File: src/rtl/core/sfd_pkg.sv
package sfd_pkg;

  localparam int unsigned IO_W = 64;
  localparam int unsigned SKID_DEPTH = 2;

  typedef enum logic [1:0] {
    ST_OK       = 2'd0,
    ST_OVERFLOW = 2'd1,
    ST_DIV_ZERO = 2'd2
  } sfd_status_t;

  typedef struct packed {
    logic        xn;
    logic        yn;
    sfd_status_t status;
  } sfd_ctl_t;

  typedef struct packed {
    logic signed [IO_W-1:0] quotient;
    logic signed [IO_W-1:0] remainder;
    sfd_status_t            status;
  } sfd_res_t;

endpackage

File: src/rtl/core/sfd_post.sv
module sfd_post #(
  parameter int unsigned W = 64
) (
  input  logic              clk,
  input  logic              rst_n,
  input  logic              en,
  input  logic              in_valid,
  input  sfd_pkg::sfd_ctl_t in_ctl,
  input  logic [W-1:0]      in_uy,
  input  logic [W-1:0]      in_rem,
  input  logic [W-1:0]      in_dq,
  output logic              valid_r,
  output sfd_pkg::sfd_res_t res_r
);

  logic              neg;
  logic              rnz;
  logic [W-1:0]      tq;
  logic [W-1:0]      tr;
  logic [W-1:0]      gap;
  sfd_pkg::sfd_res_t res_nxt;

  // floor correction: quotient -(q+1) is ~q, remainder moves by the divisor
  always_comb begin
    neg = in_ctl.xn ^ in_ctl.yn;
    rnz = (in_rem != '0);
    gap = in_uy - in_rem;
    if (neg) begin
      tq = rnz ? ~in_dq : (W'(0) - in_dq);
    end else begin
      tq = in_dq;
    end
    if (neg && rnz) begin
      tr = in_ctl.yn ? (W'(0) - gap) : gap;
    end else begin
      tr = in_ctl.xn ? (W'(0) - in_rem) : in_rem;
    end
    res_nxt.status = in_ctl.status;
    if (in_ctl.status == sfd_pkg::ST_OK) begin
      res_nxt.quotient  = sfd_pkg::IO_W'(signed'(tq));
      res_nxt.remainder = sfd_pkg::IO_W'(signed'(tr));
    end else begin
      res_nxt.quotient  = '0;
      res_nxt.remainder = '0;
    end
  end

  always_ff @(posedge clk) begin
    if (!rst_n) begin
      valid_r <= 1'b0;
    end else if (en) begin
      valid_r <= in_valid;
    end
  end

  always_ff @(posedge clk) begin
    if (en && in_valid) begin
      res_r <= res_nxt;
    end
  end

endmodule

File: config.mk
export PLATFORM = sky130hd
export DESIGN_NAME = sfd_post
export DESIGN_NICKNAME = d
export VERILOG_FILES = /design/src/rtl/core/sfd_pkg.sv /design/src/rtl/core/sfd_post.sv
export SDC_FILE = /design/constraint.sdc
export NUM_CORES = 1
export LEC_CHECK = 0
export BUFFER_PORTS_ARGS = -buffer_cell sky130_fd_sc_hd__buf_2
export CAP_MARGIN = 20
export CORE_ASPECT_RATIO = 1.1
export CORE_MARGIN = 2
export CORE_UTILIZATION = 57
export CTS_CLUSTER_DIAMETER = 100
export DETAILED_ROUTE_END_ITERATION = 10
export PLACE_DENSITY = 0.9
export REMOVE_ABC_BUFFERS = 1
export SYNTH_ARGS = -nofsm -noshare
export SYNTH_HDL_FRONTEND = slang
export SYNTH_SLANG_ARGS = --single-unit
export TNS_END_PERCENT = 30
File: constraint.sdc
create_clock -name clk -period 5.9 [get_ports clk]
set_clock_uncertainty 0.15 [all_clocks]
set_input_delay 0.59 -clock clk [delete_from_list [all_inputs] [get_ports clk]]
set_output_delay 0.59 -clock clk [all_outputs]
set_load 0.02 [all_outputs]
# Yosys cells after proc, flatten, opt, wreduce, memory -nomap -nowiden
# Index checks and enable logic that the tools add are counted.
[op_classes]
bitwise = 2
add_sub_neg = 4
n_mux = 5
reduce_logical = 4
[ops]
columns = ["op", "count"]
rows = [
  ["$mux 64", 5],
  ["$sub 1x64->64 const A", 3],
  ["$not 64->64", 1],
  ["$reduce_bool 64->1", 1],
  ["$sub 64x64->64", 1],
  ["$logic_and 1x1->1", 2],
  ["$logic_not 2->1", 1],
  ["$xor 1x1->1", 1],
]
[word_totals]
ff_bits = 131
input_bits = 200

# Longest topological paths before layout
[depth]
depth_word = 4
depth_mapped = 16
depth_no_buf = 15

# Worst setup path before layout
# Ideal clock, no wire load.
[synth_timing]
kind = "input-to-reg"
start = "input port in_rem[29]"
end = "register res_r[56] (netlist bit), data pin"
cell_stages = 16
setup_slack_ns = 1.133
arrival_time_ns = 4.350
path_buffers = 2
required_ns = 5.484
cell_sequence = "inv_1 ha_1 clkbuf_1 nand4_1 or4_1 or3_1 o22ai_1 nor2_4 xnor2_1 a2111oi_4 nand4b_2 or4_1 buf_2 o41ai_1 or3_1 o211ai_1"
[synth_via]
elab_chain_len = 4
elab_cells_between_ends = 8
cone_classes = "add/sub: 3; mux: 3; reduce/logical: 2"
[synth_lines]
columns = ["element", "line_no", "text"]
rows = [
  ["start: declaration", "sfd_post.sv:10", "input logic [W-1:0] in_rem,"],
  ["$sub 64x64->64", "sfd_post.sv:27", "gap = in_uy - in_rem;"],
  ["$sub 1x64->64", "sfd_post.sv:34", "tr = in_ctl.yn ? (W'(0) - gap) : gap;"],
  ["$mux 64", "sfd_post.sv:34", ""],
  ["$mux 64 (*)", "sfd_post.sv:33", "if (neg && rnz) begin"],
  ["end signal: assignment", "sfd_post.sv:58", "res_r <= res_nxt;"],
  ["end: declaration", "sfd_post.sv:13", "output sfd_pkg::sfd_res_t res_r"],
]
# Mark *: on every way between the ends. The rest lies on a longest branch, timed or not.
# A chain may end at the register's enable or synchronous reset.

# Final worst setup path
[layout_timing]
start = "input port in_rem[5]"
end = "register res_r[56] (netlist bit), data pin"
# The elaborated chain is that of the path after synthesis.

==> flow_results.xml <==
<?xml version="1.0" encoding="UTF-8"?>
<metrics>
  <group name="run_status">
    <metric name="result_of_the_run" unit="">completed</metric>
  </group>
  <group name="critical_path">
    <metric name="worst-path-max-fanout" unit="">10</metric>
    <metric name="worst-setup-path-type" unit="">in -&gt; reg</metric>
    <metric name="start_kind" unit="">input port</metric>
    <metric name="crit_path_end_kind" unit="">flop</metric>
    <metric name="critical-path-max-stage-delay" unit="ns">0.82</metric>
    <metric name="slowest_stage" unit="">or4_1</metric>
    <metric name="timing.critical_path.cells" unit="">buf_2 -&gt; inv_1 -&gt; ha_1 -&gt; nand2_1 -&gt; a2111oi_1 -&gt; a211oi_4 -&gt; o22ai_1 -&gt; nor2_4 -&gt; xnor2_1 -&gt; a2111oi_4 -&gt; nand4b_2 -&gt; or4_1 -&gt; o41ai_1 -&gt; or3_1 -&gt; o211ai_1</metric>
    <metric name="worst_r2r_startpoint" unit="">valid_r</metric>
    <metric name="timing.critical_path.arrival" unit="ns">5.31</metric>
    <metric name="timing.critical_path.required" unit="ns">5.92</metric>
    <metric name="startpoint" unit="">in_rem[5]</metric>
  </group>
  <group name="floorplanning">
    <metric name="initial_utilization" unit="%">58.0</metric>
    <metric name="die-area" unit="um^2">27000</metric>
    <metric name="die-width" unit="um">157</metric>
    <metric name="floorplan_core_area" unit="um^2">25300</metric>
    <metric name="cell_rows" unit="">61</metric>
    <metric name="die_h" unit="um">172</metric>
    <metric name="ios" unit="">331</metric>
  </group>
  <group name="detailed_routing">
    <metric name="drtAntennaViolNets" unit="">0</metric>
    <metric name="number_of_detailed_route_iterations_in_the_first_pass" unit="">5</metric>
    <metric name="routed_wirelength" unit="mm">57.6</metric>
    <metric name="detail_route.iter0.violations" unit="">2577</metric>
    <metric name="detail_route.drc_violations" unit="">0</metric>
    <metric name="post_drt_wl_per_cell" unit="um">23.2</metric>
    <metric name="vias" unit="">16300</metric>
    <metric name="post_drt_via_cell_ratio" unit="">6.57</metric>
  </group>
  <group name="synth">
    <metric name="ys.flop_type" unit="">edfxtp_1</metric>
    <metric name="netlist_area" unit="um^2">14700</metric>
    <metric name="yosys_register_bits" unit="">131</metric>
    <metric name="synthCells" unit="">1839</metric>
    <metric name="yosysSeqAreaShare" unit="%">26.8</metric>
    <metric name="yosysWarnings" unit="">0</metric>
    <metric name="synth_simple_gate_area_share" unit="%">21.7</metric>
    <metric name="edff_count_synth" unit="">130</metric>
    <metric name="synthArstFlopShare" unit="%">0</metric>
    <metric name="synth_top_family_by_area" unit="">compound AO/OA/AOI/OAI gates</metric>
    <metric name="synth_xor_area_share" unit="%">13.1</metric>
    <metric name="synth.lib_cells_used.distinct" unit="">102</metric>
    <metric name="post_synth_fa_ha_maj_area_fraction" unit="%">5.77</metric>
    <metric name="post_synth_mux_area_share" unit="%">0.359</metric>
    <metric name="postSynthAreaPerCell" unit="um^2">7.97</metric>
    <metric name="synth_area_in_compound_gates" unit="%">26.9</metric>
  </group>
  <group name="cts">
    <metric name="cts.sink_count" unit="">131</metric>
    <metric name="clock_transition_at_the_registers_of_the_reported_paths" unit="ns">0.06</metric>
    <metric name="cts-buffers-inserted" unit="">17</metric>
    <metric name="clock_tree.root_cell" unit="">clkbuf_16</metric>
    <metric name="postCtsHoldBufs" unit="">0</metric>
    <metric name="cts-root-to-sink-buffers" unit="">2</metric>
    <metric name="clk_latency" unit="ns">0.42</metric>
    <metric name="post_cts.resized_instances" unit="">0</metric>
    <metric name="cts_tree" unit="">yes</metric>
    <metric name="h-tree-depth" unit="">4</metric>
    <metric name="cts_setup_buffers" unit="">0</metric>
  </group>
  <group name="finish">
    <metric name="final_cells" unit="">2481</metric>
    <metric name="drive_above_1_share" unit="%">21.0</metric>
    <metric name="synthToLayoutAreaGrowth" unit="%">17.0</metric>
    <metric name="nets" unit="">2374</metric>
  </group>
  <group name="worst_hold_path">
    <metric name="hp-class" unit="">in -&gt; reg</metric>
    <metric name="hold_start" unit="">rst_n</metric>
  </group>
  <group name="placement">
    <metric name="place.gp.congestion" unit="">1.07</metric>
    <metric name="post-place-cells" unit="">2434</metric>
    <metric name="hpwl" unit="mm">45.4</metric>
    <metric name="buffer_ports.inserted" unit="">330</metric>
  </group>
  <group name="timing">
    <metric name="min_period_over_period" unit="%">89.7</metric>
    <metric name="final_hold_viol_count" unit="">0</metric>
    <metric name="fmax" unit="MHz">189</metric>
    <metric name="timing_worst_slew_pin_value" unit="ns">1.14</metric>
    <metric name="report.final.slew_viol_count" unit="">0</metric>
    <metric name="final.setup.tns" unit="ns">0</metric>
    <metric name="rsz0062_at_grt" unit="">no</metric>
    <metric name="max_slew_margin" unit="%">23.9</metric>
    <metric name="finalSetupViolCount" unit="">0</metric>
    <metric name="final_period_minus_worst_setup_slack" unit="ns">5.29</metric>
  </group>
  <group name="global_routing">
    <metric name="residual_overflow_from_global_routing" unit="">0</metric>
    <metric name="grt_start_max_net_pins" unit="">95</metric>
    <metric name="grt_usage" unit="%">41.4</metric>
    <metric name="first_global_vias" unit="">14700</metric>
    <metric name="global_route_wire_length_before_repair" unit="mm">84.7</metric>
    <metric name="antenna_found_initial" unit="">16</metric>
  </group>
  <group name="power_and_ir_drop">
    <metric name="share_clk_of_total_power" unit="%">28.5</metric>
    <metric name="p_int" unit="uW">2290</metric>
    <metric name="power.static_leakage" unit="uW">0.00663</metric>
    <metric name="pwr-share-seq" unit="%">30.0</metric>
    <metric name="ir_worst_vdd" unit="V">0.000225</metric>
    <metric name="sw_frac_of_total" unit="%">38.9</metric>
    <metric name="p_sw" unit="uW">1460</metric>
    <metric name="comb_power_share" unit="%">41.5</metric>
    <metric name="power_density" unit="nW/um^2">219</metric>
  </group>
  <group name="job">
    <metric name="timing.max_cap.violations" unit="">0</metric>
  </group>
</metrics>
## synth_stat cells (12+ instances only)
cell type | count | area, um^2
o21ai_0 | 131 | 656
ha_1 | 66 | 826
and2_1 | 15 | 93.8
nand4_1 | 52 | 325
nor3_1 | 56 | 280
inv_1 | 90 | 338
o31ai_1 | 47 | 353
or3_1 | 32 | 200
nor4_1 | 15 | 93.8
o41ai_1 | 16 | 140
xnor2_1 | 141 | 1230
buf_2 | 20 | 100
nand2_1 | 159 | 597
xor2_1 | 78 | 683
a21boi_0 | 15 | 113
o21ai_1 | 18 | 90.1
nor2_1 | 184 | 691
clkbuf_1 | 70 | 263
nand3_1 | 32 | 160
o211ai_1 | 18 | 135
a21oi_1 | 148 | 741
a21o_1 | 24 | 180
o21a_1 | 23 | 173
a211oi_1 | 37 | 278
buf_1 | 12 | 45.0
nand2b_1 | 14 | 87.6
edfxtp_1 | 130 | 3900
or4_1 | 16 | 120
## routing by layer
| layer | track usage (%) | vias up | routed length (um) |
|---|---|---|---|
| met5 | 0 | - | 0 |
| met4 | 18.4 | 0 | 2680 |
| met3 | 9.47 | 193 | 6550 |
| met2 | 63.7 | 1195 | 25500 |
| met1 | 55.7 | 7592 | 22900 |
| li1 | - | 7331 | - |
## worst paths after layout
| path | slack (ns) | cells past startpoint | endpoint |
|---|---|---|---|
| min | 0.22 | 2 | valid_r |
| max | 0.61 | 15 | res_r[56] |
| max reg2reg | 5.06 | 2 | valid_r |
| min reg2reg | 0.46 | 2 | valid_r |
## placed cells by master, fill, tap and decap left out, drive strengths merged, types with 9 or more instances in the layout
cell type / count
a21o: 25
nand2b: 14
a211oi: 40
a21oi: 156
o211ai: 19
diode: 16
and3: 10
inv: 91
nor4: 17
a31oi: 9
or4: 17
a21boi: 15
clkbuf: 17
o21a: 24
and2: 15
nand2: 159
or3: 34
edfxtp: 130
nand4: 52
nor3: 57
o31ai: 50
o41ai: 19
o21ai: 150
ha: 66
a211o: 10
nand3: 33
nor2: 186
xor2: 78
or2: 10
xnor2: 141
buf: 356
## cell families after synthesis
family | Yosys count
mux | 5
simple gates | 635
fa+ha+maj | 67
flops | 131
xor+xnor | 219
compound gates | 585
buf+inv | 197
## cell type report
type,count,area (um^2)
Multi-Input combinational cell,1511,9970
Fill cell,2048,8120
Sequential cell,131,3920
Timing Repair Buffer,356,1850
Tap cell,346,433
Clock buffer,17,425
Inverter,90,338
Clock inverter,14,164
Antenna cell,16,40.0
## worst max-delay path, delay by kind of cell
kind / cells / cell delay [ns]
adders and majority gates: 1 / 0.48
AOI/OAI and AO/OA: 6 / 2.16
xor gates and xnor gates: 1 / 0.26
buffers and inverters: 2 / 0.21
and+or+nand+nor: 5 / 1.61
## state kept, by name, indices dropped and copies added, names as in the netlist
signal   flops
res_r      130
valid_r      1
## through the flow
stage / instance area [um^2] / total power, uW / hold WS [ns] / util [%] / setup slack, ns
after floorplan: 14200 / 2130 / 0.539 / - / 0.535
after detailed placement: 16500 / 2630 / 0.412 / 65.4 / 0.264
after CTS: 17100 / 3690 / 0.207 / 67.7 / 0.719
final: 17100 / 3750 / 0.220 / 67.9 / 0.610
after global placement: 16500 / 2610 / 0.402 / 65.4 / 0.354
after global routing: 17100 / 3880 / 0.214 / 67.8 / 0.360
## power by group through the flow
| stage | Sequential [uW] | Clock [uW] | Combinational (uW) |
|---|---|---|---|
| after floorplan | 1230 | 0 | 897 |
| after global placement | 1140 | 0 | 1470 |
| after detailed placement | 1140 | 0 | 1490 |
| after CTS | 1120 | 1060 | 1500 |
| after global routing | 1130 | 1090 | 1660 |
| final | 1120 | 1070 | 1560 |
No activity file was read; power rests on OpenSTA's default activity.
