--- config.mk ---
export PLATFORM = sky130hd
export DESIGN_NAME = sfd_step
export DESIGN_NICKNAME = d
export VERILOG_FILES = /design/src/rtl/core/sfd_pkg.sv /design/src/rtl/core/sfd_step.sv
export SDC_FILE = /design/constraint.sdc
export NUM_CORES = 1
export LEC_CHECK = 0
export BUFFER_PORTS_ARGS = -buffer_cell sky130_fd_sc_hd__clkbuf_2
export CAP_MARGIN = 15
export CORE_MARGIN = 4
export CORE_UTILIZATION = 45
export CTS_CLUSTER_DIAMETER = 30
export DETAILED_ROUTE_END_ITERATION = 8
export GPL_ROUTABILITY_DRIVEN = 1
export PLACE_DENSITY = 0.74
export SYNTH_ARGS = -nofsm -noshare
export SYNTH_HDL_FRONTEND = slang
export SYNTH_SLANG_ARGS = --single-unit
--- constraint.sdc ---
create_clock -name clk -period 7.4 [get_ports clk]
set_input_delay 0.37 -clock clk [delete_from_list [all_inputs] [get_ports clk]]
set_output_delay 0.37 -clock clk [all_outputs]
set_load 0.01 [all_outputs]
--- src/rtl/core/sfd_pkg.sv ---
package sfd_pkg;

  localparam int unsigned IO_W = 64;
  localparam int unsigned SKID_DEPTH = 2;

  typedef enum logic [1:0] {
    ST_OK       = 2'd0,
    ST_OVERFLOW = 2'd1,
    ST_DIV_ZERO = 2'd2
  } sfd_status_t;

  typedef struct packed {
    logic        xn;
    logic        yn;
    sfd_status_t status;
  } sfd_ctl_t;

  typedef struct packed {
    logic signed [IO_W-1:0] quotient;
    logic signed [IO_W-1:0] remainder;
    sfd_status_t            status;
  } sfd_res_t;

endpackage

--- src/rtl/core/sfd_step.sv ---
module sfd_step #(
  parameter int unsigned W = 64
) (
  input  logic              clk,
  input  logic              rst_n,
  input  logic              en,
  input  logic              in_valid,
  input  sfd_pkg::sfd_ctl_t in_ctl,
  input  logic [W-1:0]      in_uy,
  input  logic [W-1:0]      in_rem,
  input  logic [W-1:0]      in_dq,
  output logic              valid_r,
  output sfd_pkg::sfd_ctl_t ctl_r,
  output logic [W-1:0]      uy_r,
  output logic [W-1:0]      rem_r,
  output logic [W-1:0]      dq_r
);

  logic [W:0]   trial;
  logic [W:0]   diff;
  logic         fits;
  logic [W-1:0] rem_nxt;
  logic [W-1:0] dq_nxt;

  // one restoring step: shift in the next dividend bit, subtract if it fits
  always_comb begin
    trial   = {in_rem, in_dq[W-1]};
    diff    = trial - {1'b0, in_uy};
    fits    = (trial >= {1'b0, in_uy});
    rem_nxt = fits ? diff[W-1:0] : trial[W-1:0];
    dq_nxt  = {in_dq[W-2:0], fits};
  end

  always_ff @(posedge clk) begin
    if (!rst_n) begin
      valid_r <= 1'b0;
    end else if (en) begin
      valid_r <= in_valid;
    end
  end

  always_ff @(posedge clk) begin
    if (en && in_valid) begin
      ctl_r <= in_ctl;
      uy_r  <= in_uy;
      rem_r <= rem_nxt;
      dq_r  <= dq_nxt;
    end
  end

endmodule

After elaboration in Yosys (flattened, before gate mapping):

Index checks and enable logic that the tools add are counted.
Widths: inputs -> output; s select.

* flip-flop bits (word level): 197
* bits of input ports: 200

* magnitude comparators: 1
* reductions and logical operators: 1
* muxes and demuxes: 1
* add/subtract/negate cells: 1

Operator list (count)
* $ge 65x64->1: 1
* $mux 64: 1
* $sub 64x64->64: 1
* $logic_and 1x1->1: 1

Longest topological paths before layout:

Gate-level depths: netlist of run 1.

* depth in word-level cells: 2
* mapped depth: 14

Worst setup path before layout of run 1:

OpenSTA, ideal clock, no wires.

* kind: input port to flip-flop
* start point: input port in_valid
* end point: register ctl_r[0] in the netlist's numbering, enable pin
* required time: 6.820 ns
* stages on the path: 1
* data arrival time: 4.835 ns
* slack: 1.985 ns
* path buffers: 0
* library setup time: 0.580 ns
* path through: and2_1

* word-level cells in the longest chain between the ends: 1

Ends and longest elaborated chain
* start: declaration: RTL line sfd_step.sv:7 `input logic in_valid,`
* $logic_and 1x1->1: RTL line sfd_step.sv:43 `if (en && in_valid) begin`
* end signal: assignment: RTL line sfd_step.sv:44 `ctl_r <= in_ctl;`
* end: declaration: RTL line sfd_step.sv:13 `output sfd_pkg::sfd_ctl_t ctl_r,`

No other way between the ends.
A chain may end at the register's enable or synchronous reset.

Worst setup path after layout of run 1:

* start point: input port in_uy[20]
* end point: register rem_r[59], data pin

* word-level cells in the longest chain between the ends: 2
* elaborated cells on any way between the ends: 3

Ends and longest elaborated chain
* start: declaration: RTL line sfd_step.sv:9 `input logic [W-1:0] in_uy,`
* $sub 64x64->64 or $ge 65x64->1 (tied branches): RTL line sfd_step.sv:28, sfd_step.sv:29
* $mux 64 (*): RTL line sfd_step.sv:30 `rem_nxt = fits ? diff[W-1:0] : trial[W-1:0];`
* net rem_nxt[59]: RTL line sfd_step.sv:22 `logic [W-1:0] rem_nxt;`
* end signal: assignment: RTL line sfd_step.sv:46 `rem_r <= rem_nxt;`
* end: declaration: RTL line sfd_step.sv:15 `output logic [W-1:0] rem_r,`

Mark *: on every way through the listed nets, which the timed path passes. The rest lies on a longest branch.

==> flow_summary.ini, run 1 <==
[routing]
vias = 8943
wirelength_mm = 30.8
route.detailed.drc = 0
drt_iter0_markers = 532
viasPerCell = 5.23
final_antenna_net_count = 0
wl_per_cell_um = 18.0
dr.pass1.iters = 5

[worst_setup_path]
cp.required_ps = 7590
timing_worst_setup_path_type = in2reg
max_stage_delay_ps = 800
arrival_ps = 3890
crit_path_frequent_cell = a21oi_1
path_max_fanout = 85
cp_cell_sequence = clkbuf_2 > inv_1 > ha_1 > a21oi_1 > o21ai_0 > a2111oi_0 > nand3_1 > nand4bb_1 > a21oi_1 > o21ai_4 > buf_12 > nor2b_1 > a311oi_1 > and2_1
cp_slowest_cell = o21ai_4
critPathCaptureType = flip-flop
worstRegToRegCells = 2
worstSetupStartpointType = input pin

[grt]
grt_usage_pct = 22.4
grt_pass1_vias = 8812
antenna_found_initial = 6
grt_pass1_wl_mm = 46.7
grt_start_max_net_pins = 198
overflow = 0

[placed_design]
place_area_mm2 = 0.0130
hpwl_mm = 24.5
port_buffers = 396
globalplace.congestion = 0.917
dp_worst_setup_slack_ps = 3250

[layout]
drive_gt1_share_pct = 32.7
final_cell_mix = clkbuf_2, edfxtp_1, nand2_1
area_delta_synth_final_pct = 26.3
mostFrequentLayoutCell = clkbuf_2
fin_nets = 1639
finalInstanceArea_mm2 = 0.0136
fin_util_pct = 57.9

[min_path]
hold_depth = 1
hp-class = in2reg

[clock_network]
clkSlewWorstSetupHoldPaths_ps = 80
cts_tree = built
clkLatencyLatePin_ps = 440
cts-hold-fix-buffers = 0
clock_sinks = 197
root_buffer = clkbuf_16
clk_path_buf_depth = 2
h-tree-depth = 4
cts_resized = 0
cts_made_buffers = 17
post-cts-setup-buffer-count = 0

[power_and_ir_drop]
power_leakage_nw = 6.09
clockPowerShare_pct = 31.4
p_switching_mw = 0.924
p_seq_share_pct = 45.6
intPower_mw = 2.08
swShare_pct = 30.7
p_comb_share_pct = 23.1
finalPower_mw = 3.00
power.density_mw_per_mm2 = 220
peakVddDrop_mv = 0.130

[logic_synthesis]
synth_warnings = 0
synthArstFlopShare_pct = 0
synth_nets = 1263
synthFlopType = edfxtp_1
synth_edf_count = 196
post_synth.cell_area_avg_um2 = 10.8
synth_cells = 998
yosys.cell_types.count = 70
syn_area_mm2 = 0.0108
synth_seq_cells = 197
seq_area_frac_synth_pct = 54.7

[timing]
clock_skew_ps = 0
layout_setup_ws_ps = 3700
relSlewSlack_pct = 30.0
drv_slew = 0
rsz0062_at_grt = false
worst_pin_slew_ps = 1050
hold_viol = 0
fin_crit_sh_pct = 50.0
max_freq_ghz = 0.270
fin_tns_setup_ps = 0
setup_viol_count_final = 0
fin_crit_ps = 3700

[floorplan]
die_x_um = 163
die_area_mm2 = 0.0265
start_util_pct = 45.9
rows = 56
ios = 397
fp.dieH_um = 163
core_region_area_mm2 = 0.0235

[status]
status = complete, no violations

[run]
maxCapViolations = 0
## metrics by stage
step,hold WS (ps),std cells
final,103,1709
after global routing,73.2,1708
after CTS,83.5,1706
after detailed placement,549,1674
after global placement,547,1674
after floorplan,469,998
## area by class of cell
type	instances	area [um2]
sequential	197	5910
tap	319	399
fill	2113	9900
clock inverter	15	171
clock buffer	17	425
timing repair buffer	398	2020
antenna	3	7.51
multi-input combinational	669	4370
inverter	91	342
## sequential cells by signal, indices dropped and copies added (netlist names)
register,cells
rem_r,64
uy_r,64
dq_r,64
valid_r,1
ctl_r,4
## cell usage after synthesis, drive strengths merged (12+ instances only)
cell	count	area [um2]
nor3	12	60.1
ha	64	801
nand3	15	75.1
nor2	32	120
o21ai	102	529
inv	91	342
a21o	27	203
xor2	25	219
nand2	125	469
xnor2	33	289
nand4	20	131
edfxtp	196	5890
buf	14	82.6
clkbuf	27	103
o21bai	18	135
a21oi	83	419
## worst max-delay path, delay by kind of cell
family / cells / cell delay (ps)
buffers and inverters: 3 / 500
AO/OA/AOI/OAI: 6 / 1770
AND/OR/NAND/NOR: 4 / 830
adder cells (fa/ha/maj): 1 / 390
## power by group through the flow
stage,Clock (mW),Sequential (mW),Combinational [mW]
3_3_place_gp,0,1.39,0.683
4_1_cts,0.965,1.37,0.697
3_5_place_dp,0,1.39,0.692
2_1_floorplan,0,1.45,0.386
6_report,0.943,1.37,0.693
5_1_grt,1.02,1.38,0.766
## worst paths after layout
check                                from         to  slack [ps]
worst max-delay path            in_uy[20]  rem_r[59]        3700
worst min-delay path            in_dq[41]   dq_r[42]         100
worst max register to register    valid_r    valid_r        6720
worst min register to register    valid_r    valid_r         580
## cells by family after synthesis
group	after synthesis	synth area share, %
xor gates and xnor gates	58	4.70
AOI/OAI and AO/OA	293	16.9
and+or+nand+nor	249	10.8
muxes	4	0.405
adders and majority gates	65	7.60
DFF	197	54.7
buffers and inverters	132	4.88
## layer usage
layer / up-vias / routed length (um) / global-route usage (%)
met5: - / 35 / 0
met4: 6 / 851 / 8.46
met3: 59 / 2510 / 6.38
met2: 343 / 15800 / 40.0
met1: 4136 / 11600 / 25.5
li1: 4399 / - / -
No activity file was read; power rests on OpenSTA's default activity.
==> run 2, diff against run 1 <==
ABC_AREA = 1   (was default)
clock period = 3.2 ns   (was 7.4 ns; I/O delays follow)
==> flow_summary.ini, run 2 <==
[status]
status = complete, no violations

[worst_setup_path]
timing_worst_setup_path_type = in2reg
cp.required_ps = 3510
ff2ff_setup_slack_ps = 2600
path_max_fanout = 26
arrival_ps = 3320
critPathCaptureType = flip-flop
worstSetupStartpointType = input pin

[logic_synthesis]
synth_edf_count = 196
synth_warnings = 0
synth_simple_gate_area_share_pct = 32.6
synth_nets = 2036
yosysMostFrequentCell = nand2_1
synthAdderAreaFrac_pct = 6.22
synth_xor_area_share_pct = 2.06
synthFlopType = edfxtp_1
seq_area_frac_synth_pct = 44.8
yosys.cell_types.count = 38
synthArstFlopShare_pct = 0
synthMuxAreaShare_pct = 0
synth_top_area_share_pct = 44.6
synth_compound_area_share_pct = 2.15
yosysTopAreaCell = edfxtp_1
yosys-top-cells-count = nand2_1, inv_1, edfxtp_1
synth_top_family_by_area = simple AND/OR/NAND/NOR gates
post_synth.cell_area_avg_um2 = 7.45
synth_seq_cells = 197
synth_cells = 1771
syn_area_mm2 = 0.0132
synth_area_leaders = edfxtp_1, nand2_1, inv_1, ha_1, nand3_1

[layout]
final_cell_mix = nand2_1, clkbuf_2, inv_1
area_delta_synth_final_pct = 33.5
top_regs = dq_r: 64 flops, rem_r: 64 flops, uy_r: 64 flops
mostFrequentLayoutCell = nand2_1
fin_nets = 2575
fillCellCount = 2610
drive_gt1_share_pct = 22.5
finalInstanceArea_mm2 = 0.0176

[clock_network]
cts_resized = 0
root_buffer = clkbuf_16
clock_sinks = 197
h-tree-depth = 4
post-cts-setup-buffer-count = 0
cts-hold-fix-buffers = 132
cts_tree = built
clk_path_buf_depth = 2
clkLatencyLatePin_ps = 450
cts_made_buffers = 17
clkSlewWorstSetupHoldPaths_ps = 80

[floorplan]
rows = 62
core_region_area_mm2 = 0.0288
start_util_pct = 45.8
die_area_mm2 = 0.0321
fp.dieH_um = 179
die_x_um = 179
ios = 397

[grt]
antenna_found_initial = 1
overflow = 0
grt_start_max_net_pins = 78
grt_usage_pct = 29.0
grt_pass1_vias = 13100
grt_pass1_wl_mm = 71.1

[timing]
max_freq_ghz = 0.332
drv_slew = 0
relSlewSlack_pct = 50.4
clock_skew_ps = 0
setup_viol_count_final = 0
hold_viol = 0
worst_pin_slew_ps = 744
fin_crit_ps = 3010
rsz0062_at_grt = false
fin_crit_sh_pct = 94.0

[routing]
dr.pass1.iters = 6
final_antenna_net_count = 0
vias = 13100
route.detailed.drc = 0
wirelength_mm = 47.5
viasPerCell = 4.85
wl_per_cell_um = 17.6
drt_iter0_markers = 1112

[power_and_ir_drop]
peakVddDrop_mv = 0.308
finalPower_mw = 7.52
power.density_mw_per_mm2 = 427
power_leakage_nw = 9.47

[run]
maxCapViolations = 0

[min_path]
hp-class = in2reg

[placed_design]
place_area_mm2 = 0.0157
hpwl_mm = 37.3
port_buffers = 396
globalplace.congestion = 0.966
## run 2: changes by cell type in the layout (fill, tap and decap cells not counted), moves of 32 or more
cell | previous run | this run
dlygate4sd3_1 | 0 | 132
inv_1 | 90 | 371
a21oi_1 | 82 | 42
nand3_1 | 15 | 149
o21ai_0 | 89 | 6
nor2_1 | 32 | 94
nand2_2 | 0 | 35
xnor2_1 | 33 | 1
nand2_1 | 125 | 664
## run 2: logic make-up after synthesis
| family | Yosys count |
|---|---|
| compound gates | 54 |
| buf+inv | 412 |
| xor+xnor | 31 |
| fa+ha+maj | 65 |
| simple gates | 1012 |
| flops | 197 |
## run 2: critical path, cell delays in order
cell and delay (ps):
dlygate4sd3_1 520, clkbuf_2 110, inv_1 40, ha_1 340, nand2_1 130, nor2_1 360
nand2_1 140, clkinv_1 60, nand2_1 50, nand2_2 150, nand2_2 90, nand2_2 130
nand2_4 230, nand2_4 250, buf_4 340, nand2_2 70, nand2_1 110
## run 2: routing by layer
metal	track usage (%)	vias up	wire length [um]	part of all wire, %
met5	0	-	0	0
met4	8.35	0	1180	2.5
met3	4.41	56	3100	6.5
met2	50.7	509	23300	49
met1	37.5	6017	20000	42
li1	-	6560	-	-
## run 2: final cells by class
class | count | area [um2] | area share [%]
sequential | 197 | 5910 | 33.5
multi-input combinational | 1162 | 5690 | 32.3
timing repair buffer | 539 | 3420 | 19.4
inverter | 393 | 1480 | 8.40
tap | 384 | 480 | 2.73
clock buffer | 18 | 439 | 2.49
clock inverter | 14 | 188 | 1.07
antenna | 1 | 2.50 | 0.0142
## run 2: final timing paths
check	cells past startpoint	endpoint	startpoint
setup / recovery	17	rem_r[24]	in_uy[12]
hold / removal	3	valid_r	in_valid
setup reg to reg	2	valid_r	valid_r
hold reg to reg	2	valid_r	valid_r
## run 2: where the power goes
part / internal (mW) / switching, mW
clock network: 1.10 / 1.17
logic: 0.767 / 1.33
registers: 3.10 / 0.0628
total: 4.96 / 2.56
## run 2: stage by stage
step           setup slack, ps  util, %  instances  setup TNS (ps)  hold WS [ps]
3_5_place_dp               405     54.4       2543               0           339
6_report                   191     61.2       2708               0          26.3
5_1_grt                   67.5     61.2       2708               0          17.7
2_1_floorplan             -308        -       1771          -60310           259
3_3_place_gp               443     54.4       2543               0           337
4_1_cts                    339     61.2       2707               0          13.5
==> run 3, diff against run 2 <==
CORE_ASPECT_RATIO = 0.6   (was default)
SETUP_SLACK_MARGIN = 0.5   (was default)
==> flow_summary.ini, run 3 (synthesis gave the netlist of run 2 again) <==
[timing]
worst_pin_slew_ps = 1040
setup_viol_count_final = 0
max_freq_ghz = 0.374
fin_crit_ps = 2670
fin_crit_sh_pct = 83.5
clock_skew_ps = 0
layout_setup_ws_ps = 527
hold_slack_ps = 21.4
rsz0062_at_grt = true
drv_slew = 0
fin_tns_setup_ps = 0
relSlewSlack_pct = 30.4
hold_viol = 0

[clock_network]
cts_tree = built
post-cts-setup-buffer-count = 0
clkLatencyLatePin_ps = 460
h-tree-depth = 4
clock_sinks = 197
clk_path_buf_depth = 2
root_buffer = clkbuf_16
cts_made_buffers = 17
clkSlewWorstSetupHoldPaths_ps = 80

[power_and_ir_drop]
swShare_pct = 34.6
power.density_mw_per_mm2 = 426
power_leakage_nw = 9.54
peakVddDrop_mv = 0.277
intPower_mw = 4.94
p_seq_share_pct = 41.9
p_switching_mw = 2.62
finalPower_mw = 7.56
p_comb_share_pct = 28.5
clockPowerShare_pct = 29.6

[placed_design]
dp_worst_setup_slack_ps = 312
port_buffers = 396
hpwl_mm = 40.2
placed_cells = 2539
place_area_mm2 = 0.0157
globalplace.congestion = 0.987

[worst_setup_path]
worstSetupStartpointType = input pin
path_max_fanout = 29
timing_worst_setup_path_type = in2reg
cp.required_ps = 3420
critPathCaptureType = flip-flop
arrival_ps = 2890

[layout]
antenna_cells = 0
mostFrequentLayoutCell = nand2_1
stdcell_count = 2708
drive_gt1_share_pct = 23.6
fin_util_pct = 61.5
final_cell_mix = nand2_1, clkbuf_2, inv_1
top_regs = dq_r: 64 flops, rem_r: 64 flops, uy_r: 64 flops
area_delta_synth_final_pct = 34.5
fin_nets = 2585
fillCellCount = 2617
finalInstanceArea_mm2 = 0.0177

[grt]
antenna_found_initial = 0
grt_pass1_wl_mm = 76.5
grt_start_max_net_pins = 75
grt_usage_pct = 31.3
overflow = 0
grt_pass1_vias = 12800

[routing]
route.detailed.drc = 0
wl_per_cell_um = 18.9
viasPerCell = 4.94
dr.pass1.iters = 5
vias = 13400
drt_iter0_markers = 1412
final_antenna_net_count = 0
wirelength_mm = 51.2

[min_path]
hp-class = in2reg

[floorplan]
fp.dieH_um = 141
core_region_area_mm2 = 0.0288
start_util_pct = 45.8
die_x_um = 229
rows = 48
ios = 397
die_area_mm2 = 0.0322

[run]
maxCapViolations = 0

[status]
status = complete, no violations
==> run 3: cell count changes in the layout (fill, tap and decap cells not counted), sizes merged <==
cell / before / now
buf: 11 / 16
clkbuf: 414 / 413
clkinvlp: 1 / 2
dlygate4sd3: 132 / 137
diode: 1 / 0
==> run 3: repair_timing <==
item                                    CTS  global route
endpoints found under the setup margin    0            65
endpoints found under the hold margin   136             0
gates resized for setup                   0            30
hold buffers                            137             0
==> run 3: power groups by stage <==
stage	Combinational (mW)	Clock, mW	Sequential [mW]
global placement	1.93	0	3.21
CTS	2.09	2.28	3.16
detailed placement	1.95	0	3.22
global route	2.36	2.39	3.18
floorplan	1.07	0	3.33
finish	2.16	2.24	3.16
==> run 3: worst paths after layout <==
kind	endpoint	from	cells after the start	slack, ps
setup reg to reg	valid_r	valid_r	3	2040
hold reg to reg	valid_r	valid_r	3	1050
setup / recovery	rem_r[32]	in_uy[57]	13	530
hold / removal	rem_r[17]	in_rem[16]	3	20
==> run 3: worst max-delay path, stage by stage <==
cell	delay (ps)
dlygate4sd3_1	550
clkbuf_2	130
inv_1	50
ha_1	200
a21oi_1	210
o21ai_0	160
a21oi_1	420
nand3_2	160
nor2_4	200
nand2_8	200
buf_12	250
nand2_1	100
nand2_1	50
==> run 3: routing by layer <==
layer	up-vias	track usage, %	share of wire, %
met1	6183	47.0	48
met5	-	0	0
met3	36	10.3	10
met4	0	5.53	1.1
li1	6580	-	-
met2	566	44.4	41
==> run 3: area by class of cell <==
cell class | count | area, um2 | area share (%)
Inverter | 393 | 1480 | 8.34
Timing Repair Buffer | 549 | 3500 | 19.7
Clock inverter | 15 | 185 | 1.04
Multi-Input combinational cell | 1162 | 5780 | 32.6
Clock buffer | 17 | 425 | 2.40
Tap cell | 375 | 469 | 2.64
Sequential cell | 197 | 5910 | 33.3
