===== src/rtl/core/sfd_pkg.sv =====
package sfd_pkg;

  localparam int unsigned IO_W = 64;
  localparam int unsigned SKID_DEPTH = 2;

  typedef enum logic [1:0] {
    ST_OK       = 2'd0,
    ST_OVERFLOW = 2'd1,
    ST_DIV_ZERO = 2'd2
  } sfd_status_t;

  typedef struct packed {
    logic        xn;
    logic        yn;
    sfd_status_t status;
  } sfd_ctl_t;

  typedef struct packed {
    logic signed [IO_W-1:0] quotient;
    logic signed [IO_W-1:0] remainder;
    sfd_status_t            status;
  } sfd_res_t;

endpackage


===== src/rtl/core/sfd_pre.sv =====
module sfd_pre #(
  parameter int unsigned W = 64
) (
  input  logic                         clk,
  input  logic                         rst_n,
  input  logic                         en,
  input  logic                         in_valid,
  input  logic [sfd_pkg::IO_W-1:0]     in_dividend,
  input  logic [sfd_pkg::IO_W-1:0]     in_divisor,
  output logic                         valid_r,
  output sfd_pkg::sfd_ctl_t            ctl_r,
  output logic [W-1:0]                 uy_r,
  output logic [W-1:0]                 rem_r,
  output logic [W-1:0]                 dq_r
);

  localparam logic [W-1:0] WMIN = {1'b1, {(W-1){1'b0}}};

  logic [W-1:0]      x;
  logic [W-1:0]      y;
  sfd_pkg::sfd_ctl_t ctl_nxt;
  logic [W-1:0]      ux_nxt;
  logic [W-1:0]      uy_nxt;

  always_comb begin
    x = in_dividend[W-1:0];
    y = in_divisor[W-1:0];
    ctl_nxt.xn = x[W-1];
    ctl_nxt.yn = y[W-1];
    ux_nxt = x[W-1] ? (W'(0) - x) : x;
    uy_nxt = y[W-1] ? (W'(0) - y) : y;
    priority if (y == '0) begin
      ctl_nxt.status = sfd_pkg::ST_DIV_ZERO;
    end else if ((y == '1) && (x == WMIN)) begin
      ctl_nxt.status = sfd_pkg::ST_OVERFLOW;
    end else begin
      ctl_nxt.status = sfd_pkg::ST_OK;
    end
  end

  always_ff @(posedge clk) begin
    if (!rst_n) begin
      valid_r <= 1'b0;
    end else if (en) begin
      valid_r <= in_valid;
    end
  end

  always_ff @(posedge clk) begin
    if (en && in_valid) begin
      ctl_r <= ctl_nxt;
      uy_r  <= uy_nxt;
      rem_r <= '0;
      dq_r  <= ux_nxt;
    end
  end

endmodule


===== config.mk =====
export PLATFORM = sky130hd
export DESIGN_NAME = sfd_pre
export DESIGN_NICKNAME = d
export VERILOG_FILES = /design/src/rtl/core/sfd_pkg.sv /design/src/rtl/core/sfd_pre.sv
export SDC_FILE = /design/constraint.sdc
export NUM_CORES = 1
export LEC_CHECK = 0
export ABC_AREA = 0
export BUFFER_PORTS_ARGS = -buffer_cell sky130_fd_sc_hd__buf_2
export CAP_MARGIN = 10
export CORE_AREA = 2 2 128 130
export CTS_CLUSTER_DIAMETER = 150
export CTS_CLUSTER_SIZE = 12
export DETAILED_ROUTE_END_ITERATION = 12
export DIE_AREA = 0 0 130 132
export MAX_ROUTING_LAYER = met4
export PLACE_DENSITY = 0.82
export SYNTH_ARGS = -nofsm -noshare
export SYNTH_HDL_FRONTEND = slang
export SYNTH_SLANG_ARGS = --single-unit

===== constraint.sdc =====
create_clock -name clk -period 11.55 [get_ports clk]
set_input_delay 0.5775 -clock clk [delete_from_list [all_inputs] [get_ports clk]]
set_output_delay 0.5775 -clock clk [all_outputs]
set_load 0.005 [all_outputs]

After elaboration in Yosys (flattened, before gate mapping)

Cells that the tools add are included.

Flip-flop bits (word level): 133

Add/subtract/negate cells: 2
Multiplexer cells: 3
Reductions and logical operators: 3
Equality and inequality tests: 2

Operators with widths:

| kind                                                                 | number |
|---|---|
| 64-bit equality test (second input constant)                         | 2 |
| 1-bit by 64-bit subtractor with 64-bit output (first input constant) | 2 |
| 63-bit 2-to-1 mux                                                    | 2 |
| 64-bit logical NOT                                                   | 1 |
| 1-bit logical AND                                                    | 2 |
| 1-bit 2-to-1 mux                                                     | 1 |

Depth between registers and ports, before layout

Gate-level depths: netlist of run 1.

Depth after elaboration: 3
Gate-level depth with buffers: 7

Worst setup path after synthesis of run 1

No wires, ideal clock.

Path type: input-to-reg
Start point: input port in_valid
End point: register ctl_r[0] (netlist name), enable pin
Setup time: 0.507 ns
Stages on the path: 1
Arrival: 3.616 ns
Setup slack: 7.427 ns
Cells stage by stage: and2_1

Word-level cells in the longest chain between the ends: 1

RTL lines:

| element              | RTL line      | RTL |
|---|---|---|
| from (decl)          | sfd_pre.sv:7  | `input logic in_valid,` |
| 1-bit logical AND    | sfd_pre.sv:50 | `if (en && in_valid) begin` |
| to (signal assigned) | sfd_pre.sv:51 | `ctl_r <= ctl_nxt;` |
| to (decl)            | sfd_pre.sv:11 | `output sfd_pkg::sfd_ctl_t ctl_r,` |

Every way passes these cells.
A chain may end at the register's enable or synchronous reset.

Worst setup path in the final report of run 1

Start point: input port in_dividend[29] (netlist name)
End point: register dq_r[59], data pin

Word-level cells in the longest chain between the ends: 2

RTL lines:

| element                                       | RTL line      | RTL |
|---|---|---|
| from (decl)                                   | sfd_pre.sv:8  | `input logic [sfd_pkg::IO_W-1:0] in_dividend,` |
| 1-bit by 64-bit subtractor with 64-bit output | sfd_pre.sv:30 | `ux_nxt = x[W-1] ? (W'(0) - x) : x;` |
| 63-bit 2-to-1 mux                             | sfd_pre.sv:30 |  |
| via ux_nxt[59]                                | sfd_pre.sv:22 | `logic [W-1:0] ux_nxt;` |
| to (signal assigned)                          | sfd_pre.sv:54 | `dq_r <= ux_nxt;` |
| to (decl)                                     | sfd_pre.sv:14 | `output logic [W-1:0] dq_r` |

The timed path passes the listed nets, and every way through them passes these cells.

==> results of run 1 <==
## path summary, 6_finish.rpt
kind                                           start                    to  slack [ps]  cells after the start
worst max-delay path                 in_dividend[29]    dq_r[59]$_DFFE_PP_        8760                      6
worst min register to register  valid_r$_SDFFE_PN0P_  valid_r$_SDFFE_PN0P_         590                      2
worst max register to register  valid_r$_SDFFE_PN0P_  valid_r$_SDFFE_PN0P_       10860                      2
worst min-delay path                           rst_n  valid_r$_SDFFE_PN0P_         370                      2
## where the power goes
part	leakage [nW]	internal, mW	switching (mW)	total (mW)
Sequential	1.24	0.580	0.00947	0.590
Clock	0.303	0.381	0.202	0.583
Combinational	1.94	0.0797	0.102	0.182
Total	3.49	1.04	0.313	1.35
## synthesized netlist by cell type (2+ instances only)
cell	count	area (sq um)
nor4_1	14	87.6
buf_6	2	22.5
o31ai_1	43	323
buf_4	64	480
or2_2	9	56.3
o21ai_0	35	175
or4_4	3	33.8
nand2b_1	4	25.0
nand2_1	34	128
xnor2_1	122	1070
edfxtp_1	132	3960
o41ai_2	6	97.6
clkbuf_1	19	71.3
nor3_1	11	55.1
or4b_1	2	20.0
or3_1	24	150
or4_1	23	173
o41ai_1	20	175
nand4_1	24	150
nor2_1	20	75.1
nand3_1	9	45.0
inv_1	6	22.5
nand3b_1	2	15.0
ha_1	3	37.5
## area by class of cell
cell class | instances | area (sq um) | share of cell area (%)
sequential | 133 | 3980 | 41.9
multi-input combinational | 483 | 3260 | 34.3
timing repair buffer | 265 | 1330 | 14.0
clock buffer | 18 | 429 | 4.51
tap | 216 | 270 | 2.84
clock inverter | 14 | 208 | 2.18
inverter | 6 | 22.5 | 0.237
antenna | 2 | 5.00 | 0.0526
## kinds of logic after synthesis
kind of cell | Yosys count
buffers and inverters | 93
XOR/XNOR | 122
other | 1
AO/OA/AOI/OAI | 107
adder cells (fa/ha/maj) | 3
AND/OR/NAND/NOR | 187
flip-flops | 133
## sequential cells by signal (all words and copies together), names as in the netlist
signal / count
valid_r: 1
dq_r: 64
ctl_r: 4
uy_r: 64
## critical path, delay by kind of cell
kind	cells	cell delay, ps
XOR/XNOR	1	90
AO/OA/AOI/OAI	1	460
buffers and inverters	1	110
AND/OR/NAND/NOR	3	1710
## metal layers
layer | share of wire (%) | track usage (%) | vias up
met4 | 4.0 | 11.9 | 0
met2 | 48 | 37.1 | 386
met5 | 0 | - | -
met1 | 40 | 29.7 | 2968
li1 | - | - | 2871
met3 | 8.0 | 4.26 | 65
## stage by stage
stage,hold slack (ps),setup slack [ps],utilization (%)
floorplan,568,7430,-
global placement,564,8450,56.5
detailed placement,570,8370,56.5
CTS,359,8810,60.5
global route,374,8570,60.5
finish,373,8760,60.5
==> metrics, run 1 <==
input/output buffers=264; Hold Vio Cnt, Final=0; chip width=roughly 130 microns; ys flop type=edfxtp_1; DP Wirelength=15.2 mm; CTS-repair resized insts=0; die area=about 17,000 sq um; max-cap viol count=0; Async SR Flop Fraction=0%; Final Max Tran Viols=0; Final Cycle Share=roughly 24%; grt total ovfl=0; Yosys reg bits=~130; compound-cell area share of the yosys netlist=about a tenth; # Post-CTS Setup Buffers=0; cell count after placement=between 1,000 and 1,500; synth unique cells=39; Pwr Density=142 nW/um^2; Max FO, Critical Path=7; Cell Area, Synth=7610 sq um; most common cell after layout, fill and taps aside=buf_2; clk_lat worst skew=slightly above 400 ps; Chip Height=132 microns; Design Power=1.35 mW; post-route insts no fill=roughly 1,100; mean post-synth cell area=approximately 12 sq um; # H-tree levels=4; critical path's slowest cell=nor4_1; nature of the critical path startpoint=primary input; layout net count=1,041; GRT Total Usage=23.8%; core box area=approximately 16,000 sq um; final instance area=between 9000 and 10,000 sq um; leading cell types in the layout, fill and taps excluded=264 x buf_2, 132 x edfxtp_1, 122 x xnor2_1, 64 x conb_1, 43 x o31ai_1; crit path cell chain=buf_2 -> or3_1 -> nor4_1 -> nand4_1 -> o41ai_2 -> xnor2_1; io pins=329; endpoint class of the critical path=flip-flop; Static Leak=3.49 nW; Routed Antenna Nets=0; Post-synth EDFFs=about 130; Initial Util=48.5%; DRT Pass-1 Iters=5; placed instance area=8870 sq um; Setup TNS Final=0 ps; Std-Cell Rows=between 40 and 50; initial antenna violation count=2; Critical Path AT=around 3000 ps; Num CTS Buffers=17; CTS sink count=between 100 and 150; Cells after Synth=646; count of hold-fix buffers inserted at cts=0; number of filler cells placed in the layout=~1,300; mux cell area share after synthesis=0%; post-synthesis adder-cell area fraction=0.493%; Final setup viols=0; CP peak stage delay=around 730 ps; Vias=about 6,300; clk slew on worst S/H paths=~50 ps; CP Data Required Time=around 12,000 ps; Synth Warn #=0; largest net degree at the start of global routing=a little under 70; gpl congestion=~0.9; run status=completed; Fmax=~360 MHz; vias in the first global route=roughly 5,900; Root Driver=clkbuf_16; WL per Instance=roughly 18 microns; Setup CP Type=in -> reg; simple-gate share of the synthesized area=between 10% and 20%; Hold Path Class=in -> reg; maximum buffer depth of the clock tree=2; Area growth, synth to finish=24.9%; worst vdd ir=approximately 0.000094 V; Starting DRT DRC Count=700; first-pass GRT wire length=between 30 and 40 mm; combinational family with the most area after synthesis=simple AND/OR/NAND/NOR gates; Tmin final=between 2000 and 3000 ps; # DRC=0; TritonCTS clock tree=yes; Synth Area in XOR/XNOR=between 10% and 20%; skew final=0 ps; vias per inst=around 5.5; pin slew with the least headroom to its limit=about 1100 ps; fraction of layout cells with a size suffix above 1=34.4%; Slew HR=approximately a quarter; WL final=20.4 mm; RSZ-0062 raised after global routing=no; part of the Yosys area used for sequential elements=between 50% and 60%
Power figures use the tool's default switching activity.
==> run 2, diff against run 1 <==
--- a/config.mk
+++ b/config.mk
@@ -8,13 +8,13 @@
 export ABC_AREA = 0
 export BUFFER_PORTS_ARGS = -buffer_cell sky130_fd_sc_hd__buf_2
 export CAP_MARGIN = 10
-export CORE_AREA = 2 2 128 130
+export CORE_MARGIN = 2
+export CORE_UTILIZATION = 44
 export CTS_CLUSTER_DIAMETER = 150
 export CTS_CLUSTER_SIZE = 12
 export DETAILED_ROUTE_END_ITERATION = 12
-export DIE_AREA = 0 0 130 132
 export MAX_ROUTING_LAYER = met4
-export PLACE_DENSITY = 0.82
+export PLACE_DENSITY = 0.79
 export SYNTH_ARGS = -nofsm -noshare
 export SYNTH_HDL_FRONTEND = slang
 export SYNTH_SLANG_ARGS = --single-unit
==> constraint.sdc (replaced) <==
create_clock -name clk -period 2.51 [get_ports clk]
set_input_delay 0.1255 -clock clk [delete_from_list [all_inputs] [get_ports clk]]
set_output_delay 0.1255 -clock clk [all_outputs]
set_load 0.005 [all_outputs]
==> run 2 against run 1 <==
  * Die area rose by 7.1%
  * Critical path depth rose by 2
  * Flip-flop and latch count stayed put
  * Core utilization decreased by 3.2 points
  * Largest cell class unchanged
==> metrics, run 2 (synthesis gave the netlist of run 1 again) <==
GRT Total Usage=23.2% (-0.65 points); Hold Vio Cnt, Final=0 (unchanged); CP Capture Point=dq_r[41]$_DFFE_PP_; Setup TNS Final=0 ps (unchanged); gpl congestion=0.964 (+5.9%); input/output buffers=264 (unchanged); Max FO, Critical Path=8 (+1); Routed Antenna Nets=0 (unchanged); Starting DRT DRC Count=595 (-15%); clk slew on worst S/H paths=60 ps (about the same); CP Launch Point=in_dividend[16]; io pins=329 (unchanged); crit path cell chain=dlygate4sd3_1 -> buf_2 -> or3_1 -> nor4_4 -> nand2_1 -> buf_4 -> o41ai_2 -> xnor2_1; DP Wirelength=16.1 mm (+5.8%); final instance area=9810 sq um (+3.1%); Num CTS Buffers=17 (unchanged); # H-tree levels=4 (unchanged); Final Max Tran Viols=0 (unchanged); max-cap viol count=0 (unchanged); clk_lat worst skew=420 ps (about the same); Critical R2R Capture=valid_r$_SDFFE_PN0P_; Final setup viols=0 (unchanged); vias per inst=5.42 (-1.9%); first-pass GRT wire length=31.6 mm (+2.6%); WL final=21.1 mm (+3.6%); CTS sink count=133 (unchanged); grt total ovfl=0 (unchanged); r2r setup slk=1830 ps (-9030 ps); WL per Instance=17.9 microns (about the same); pin slew with the least headroom to its limit=643 ps (-506 ps); nature of the critical path startpoint=primary input; worst vdd ir=0.000440 V (+370%); critical path's slowest cell=dlygate4sd3_1; reg2reg path depth=2 (unchanged); # DRC=0 (unchanged); layout net count=1,074 (+3.2%); CP peak stage delay=550 ps (-180 ps); DRT Pass-1 Iters=8 (+3); largest net degree at the start of global routing=67 (-1.5%); grt met1 use=29.0% (-0.70 points); Tmin final=2360 ps; placed instance area=9110 sq um (+2.7%); Std-Cell Rows=48 (+4.3%); met2 Resource Use GR=36.4% (-0.75 points); Most Used Layer, Global Route=met2; skew final=0 ps (unchanged); Critical Path AT=2530 ps (-420 ps); largest registers=dq_r (64), uy_r (64), ctl_r (4); fraction of layout cells with a size suffix above 1=36.4% (+2.1 points); Static Leak=3.65 nW (+4.5%); most common cell after layout, fill and taps aside=buf_2; Fmax=about 420 MHz; RSZ-0062 raised after global routing=no; chip width=136 microns (+4.3%); Pwr Density=634 nW/um^2 (+350%); Area growth, synth to finish=28.8%; die area=18,400 sq um (+7.1%); Final Cycle Share=between 90% and 100%; TritonCTS clock tree=yes; Chip Height=136 microns (+2.7%); vias in the first global route=5,916 (-0.27%); Hold Path Class=in -> reg; Vias=6,396 (+1.7%); r2r startpoint=valid_r$_SDFFE_PN0P_; Setup CP Type=in -> reg; core box area=17,100 sq um (+8.9%); Slew HR=57.1% (+34 points); initial antenna violation count=2 (unchanged); Root Driver=clkbuf_16; M3 GR Usage=5.69% (+1.4 points); leading cell types in the layout, fill and taps excluded=264 x buf_2, 132 x edfxtp_1, 122 x xnor2_1, 64 x conb_1, 43 x o31ai_1; run status=completed; Initial Util=44.5% (-4.0 points); endpoint class of the critical path=flip-flop; maximum buffer depth of the clock tree=2 (unchanged); number of filler cells placed in the layout=1,483 (+13%); CP Data Required Time=2680 ps (-9030 ps)
==> run 2: worst min-delay path by stage <==
| stage | end | start | slack (ps) | depth (start not counted) |
|---|---|---|---|---|
| finish | dq_r[53]$_DFFE_PP_ | in_dividend[53] | 8 | 2 |
| global route | dq_r[53]$_DFFE_PP_ | in_dividend[53] | 3 | 2 |
| CTS | dq_r[37]$_DFFE_PP_ | in_dividend[37] | 3 | 2 |
| detailed placement | valid_r$_SDFFE_PN0P_ | rst_n | 340 | 2 |
| global placement | valid_r$_SDFFE_PN0P_ | rst_n | 340 | 2 |
| floorplan | ctl_r[2]$_DFFE_PP_ | in_divisor[63] | 220 | 0 |
==> run 2: stage by stage <==
step	util, %	power (mW)	cells	worst slack (ps)	hold WS, ps
after floorplan	-	3.22	709	293	224
after global placement	53.2	3.58	1139	5.37	339
after detailed placement	53.2	3.61	1139	-90.9	345
after CTS	57.2	6.26	1176	28.8	3.30
after global routing	57.3	6.46	1179	39.6	2.69
final	57.3	6.22	1179	153	7.73
==> run 2: repair_timing <==
action                     in CTS  in global routing
hold endpoints to repair        5                  0
resized for setup               0                  1
setup endpoints to repair       0                  2
setup buffers                   0                  1
hold buffers                    5                  0
==> run 2: routing by layer <==
layer	wire (microns)	up-vias	part of all wire, %
met5	0	-	0
met4	643	0	3.0
met3	1720	49	8.1
met2	10400	386	49
met1	8380	3011	40
li1	-	2950	-
==> run 2: critical path: cells and delay by family <==
kind | cells | cell delay, ps
AO/OA/AOI/OAI | 1 | 310
XOR/XNOR | 1 | 110
buffers and inverters | 3 | 920
AND/OR/NAND/NOR | 3 | 1070
==> run 2: cell type report <==
class | instances | area, sq um | area share [%]
diodes | 2 | 5.00 | 0.0510
well taps | 225 | 282 | 2.87
clock buffers | 18 | 429 | 4.38
repair buffers | 298 | 1610 | 16.5
multi-input cells | 483 | 3270 | 33.4
inverters | 6 | 22.5 | 0.230
clock inverters | 14 | 200 | 2.04
flip-flops and latches | 133 | 3980 | 40.6
==> run 2: report_power, final <==
group | internal (mW) | total, mW | switching [mW]
Sequential | 2.67 | 2.72 | 0.0478
Clock | 1.67 | 2.65 | 0.974
Combinational | 0.384 | 0.859 | 0.475
Total | 4.73 | 6.22 | 1.50
==> run 3, diff against run 2 <==
--- a/config.mk
+++ b/config.mk
@@ -9,12 +9,12 @@
 export BUFFER_PORTS_ARGS = -buffer_cell sky130_fd_sc_hd__buf_2
 export CAP_MARGIN = 10
 export CORE_MARGIN = 2
-export CORE_UTILIZATION = 44
+export CORE_UTILIZATION = 42
 export CTS_CLUSTER_DIAMETER = 150
 export CTS_CLUSTER_SIZE = 12
 export DETAILED_ROUTE_END_ITERATION = 12
 export MAX_ROUTING_LAYER = met4
-export PLACE_DENSITY = 0.79
+export PLACE_DENSITY_LB_ADDON = 0.05
 export SYNTH_ARGS = -nofsm -noshare
 export SYNTH_HDL_FRONTEND = slang
 export SYNTH_SLANG_ARGS = --single-unit
==> constraint.sdc (replaced) <==
create_clock -name clk -period 2.44 [get_ports clk]
set_input_delay 0.122 -clock clk [delete_from_list [all_inputs] [get_ports clk]]
set_output_delay 0.122 -clock clk [all_outputs]
set_load 0.005 [all_outputs]
==> run 3 against run 2 <==
  * Total power is 1.3% higher
  * Wire length is 0.47% higher
  * Cell area is 0.73% higher
  * Sequential power is 3% higher
  * Register-to-register slack worse by 80 ps
  * Sequential share of layout area is 0.29 points lower
  * Hold slack better by 10 ps
  * Cell count is 0.93% higher
  * Critical path type unchanged
  * Largest cell class unchanged
  * Highest routed layer unchanged
==> metrics, run 3 (synthesis gave the netlist of run 1 again) <==
grt total ovfl=0 (unchanged); Vias=6,203 (-3.0%); layout net count=1,083 (+0.84%); max-cap viol count=0 (unchanged); Slew HR=56.3% (-0.79 points); final instance area=9880 sq um (+0.73%); first-pass GRT wire length=33.0 mm (+4.4%); chip width=139 microns (+2.3%); vias in the first global route=6,291 (+6.3%); endpoint class of the critical path=flip-flop; Critical Path AT=2440 ps (-90 ps); clk_lat worst skew=410 ps (about the same); Chip Height=139 microns (+2.3%); Std-Cell Rows=49 (+2.1%); Static Leak=3.69 nW (+1.1%); initial antenna violation count=1 (-1); Final Util=55.2% (-2.1 points); GRT Total Usage=22.2% (-0.98 points); WL per Instance=17.8 microns (-0.46%); Multi-input gate area=3280 sq um (+0.15%); CP Data Required Time=2590 ps (-90 ps); Routed Antenna Nets=0 (unchanged); maximum buffer depth of the clock tree=2 (unchanged); Root Driver=clkbuf_16; Setup CP Type=in -> reg; # DRC=0 (unchanged); largest net degree at the start of global routing=77 (+15%); register area=3980 sq um (unchanged); core box area=17,900 sq um (+4.6%); fraction of layout cells with a size suffix above 1=36.6% (+0.11 points); gpl congestion=0.889 (-7.8%); number of filler cells placed in the layout=1,632 (+10%); TritonCTS clock tree=yes; WL final=21.2 mm (+0.47%); Final Cycle Share=93.7%; Final Max Tran Viols=0 (unchanged); run status=completed; Hold Path Class=in -> reg; input/output buffers=264 (unchanged); # Post-CTS Setup Buffers=0 (unchanged); Starting DRT DRC Count=509 (-14%); Initial Util=42.5% (-2.0 points); DP Wirelength=16.1 mm (+0.24%); Final setup viols=0 (unchanged); die area=19,200 sq um (+4.6%); Area growth, synth to finish=29.7%; # H-tree levels=4 (unchanged); placed instance area=9200 sq um (+0.99%); nature of the critical path startpoint=primary input; vias per inst=5.21 (-3.9%); Hold Vio Cnt, Final=0 (unchanged); Tmin final=approximately 2300 ps; largest registers=dq_r (64), uy_r (64), ctl_r (4); DRT Pass-1 Iters=5 (-3); Max FO, Critical Path=5 (-3); Fmax=between 400 and 500 MHz; io pins=329 (unchanged); clk slew on worst S/H paths=60 ps (about the same); Num CTS Buffers=17 (unchanged); pin slew with the least headroom to its limit=655 ps (+11.8 ps); Pwr Density=638 nW/um^2 (+0.56%); skew final=0 ps (unchanged); leading cell types in the layout, fill and taps excluded=264 x buf_2, 132 x edfxtp_1, 122 x xnor2_1, 64 x conb_1, 43 x o31ai_1; worst vdd ir=0.000473 V (+7.7%); CTS sink count=133 (unchanged); most common cell after layout, fill and taps aside=buf_2; RSZ-0062 raised after global routing=no
-- run 3: where the power goes --
part,leakage [nW],switching (mW),internal (mW)
Combinational,2.16,0.482,0.401
Sequential,1.24,0.0474,2.75
Clock,0.289,0.934,1.69
Total,3.69,1.46,4.84
-- run 3: critical path, cell delays in order --
cell and delay [ps]:
dlygate4sd3_1 530, buf_2 150, or3_1 380, nor4_1 350
buf_4 190, nand2_1 90, buf_4 170, o41ai_2 320
xnor2_1 130
-- run 3: metal layers --
layer | wire [microns] | vias to the layer above | track usage, %
li1 | - | 2946 | -
met3 | 1740 | 42 | 5.90
met1 | 8210 | 2941 | 25.7
met4 | 677 | 0 | 9.25
met5 | 0 | - | -
met2 | 10600 | 274 | 36.8
-- run 3: through the flow --
step	total power, mW	TNS [ps]	hold WS [ps]	cells	setup WS, ps
after global placement	3.70	-12.0	327	1151	-12.0
after detailed placement	3.71	0	339	1151	0.221
after CTS	6.36	0	1.24	1188	89.4
after global routing	6.54	0	9.91	1190	4.03
final	6.30	0	17.9	1190	153
after floorplan	3.31	0	221	709	227
-- run 3: final timing paths --
check,start,to,slack [ps],depth (start not counted)
worst min register to register,valid_r$_SDFFE_PN0P_,valid_r$_SDFFE_PN0P_,590,2
worst min-delay path,in_dividend[13],dq_r[13]$_DFFE_PP_,20,2
worst max register to register,valid_r$_SDFFE_PN0P_,valid_r$_SDFFE_PN0P_,1750,2
worst max-delay path,in_dividend[0],dq_r[37]$_DFFE_PP_,150,9
-- run 3: cell type report --
type                    instances  share of cell area, %
diodes                          1                 0.0253
clock buffers                  20                   4.42
clock inverters                11                   1.61
inverters                       6                  0.228
multi-input cells             483                   33.2
flip-flops and latches        133                   40.3
well taps                     229                   2.90
repair buffers                307                   17.3
-- run 3: timing repair --
item,4_1_cts,5_1_grt
setup endpoints to repair,0,4
hold endpoints to repair,6,1
gates resized for setup,0,2
hold buffers,6,1
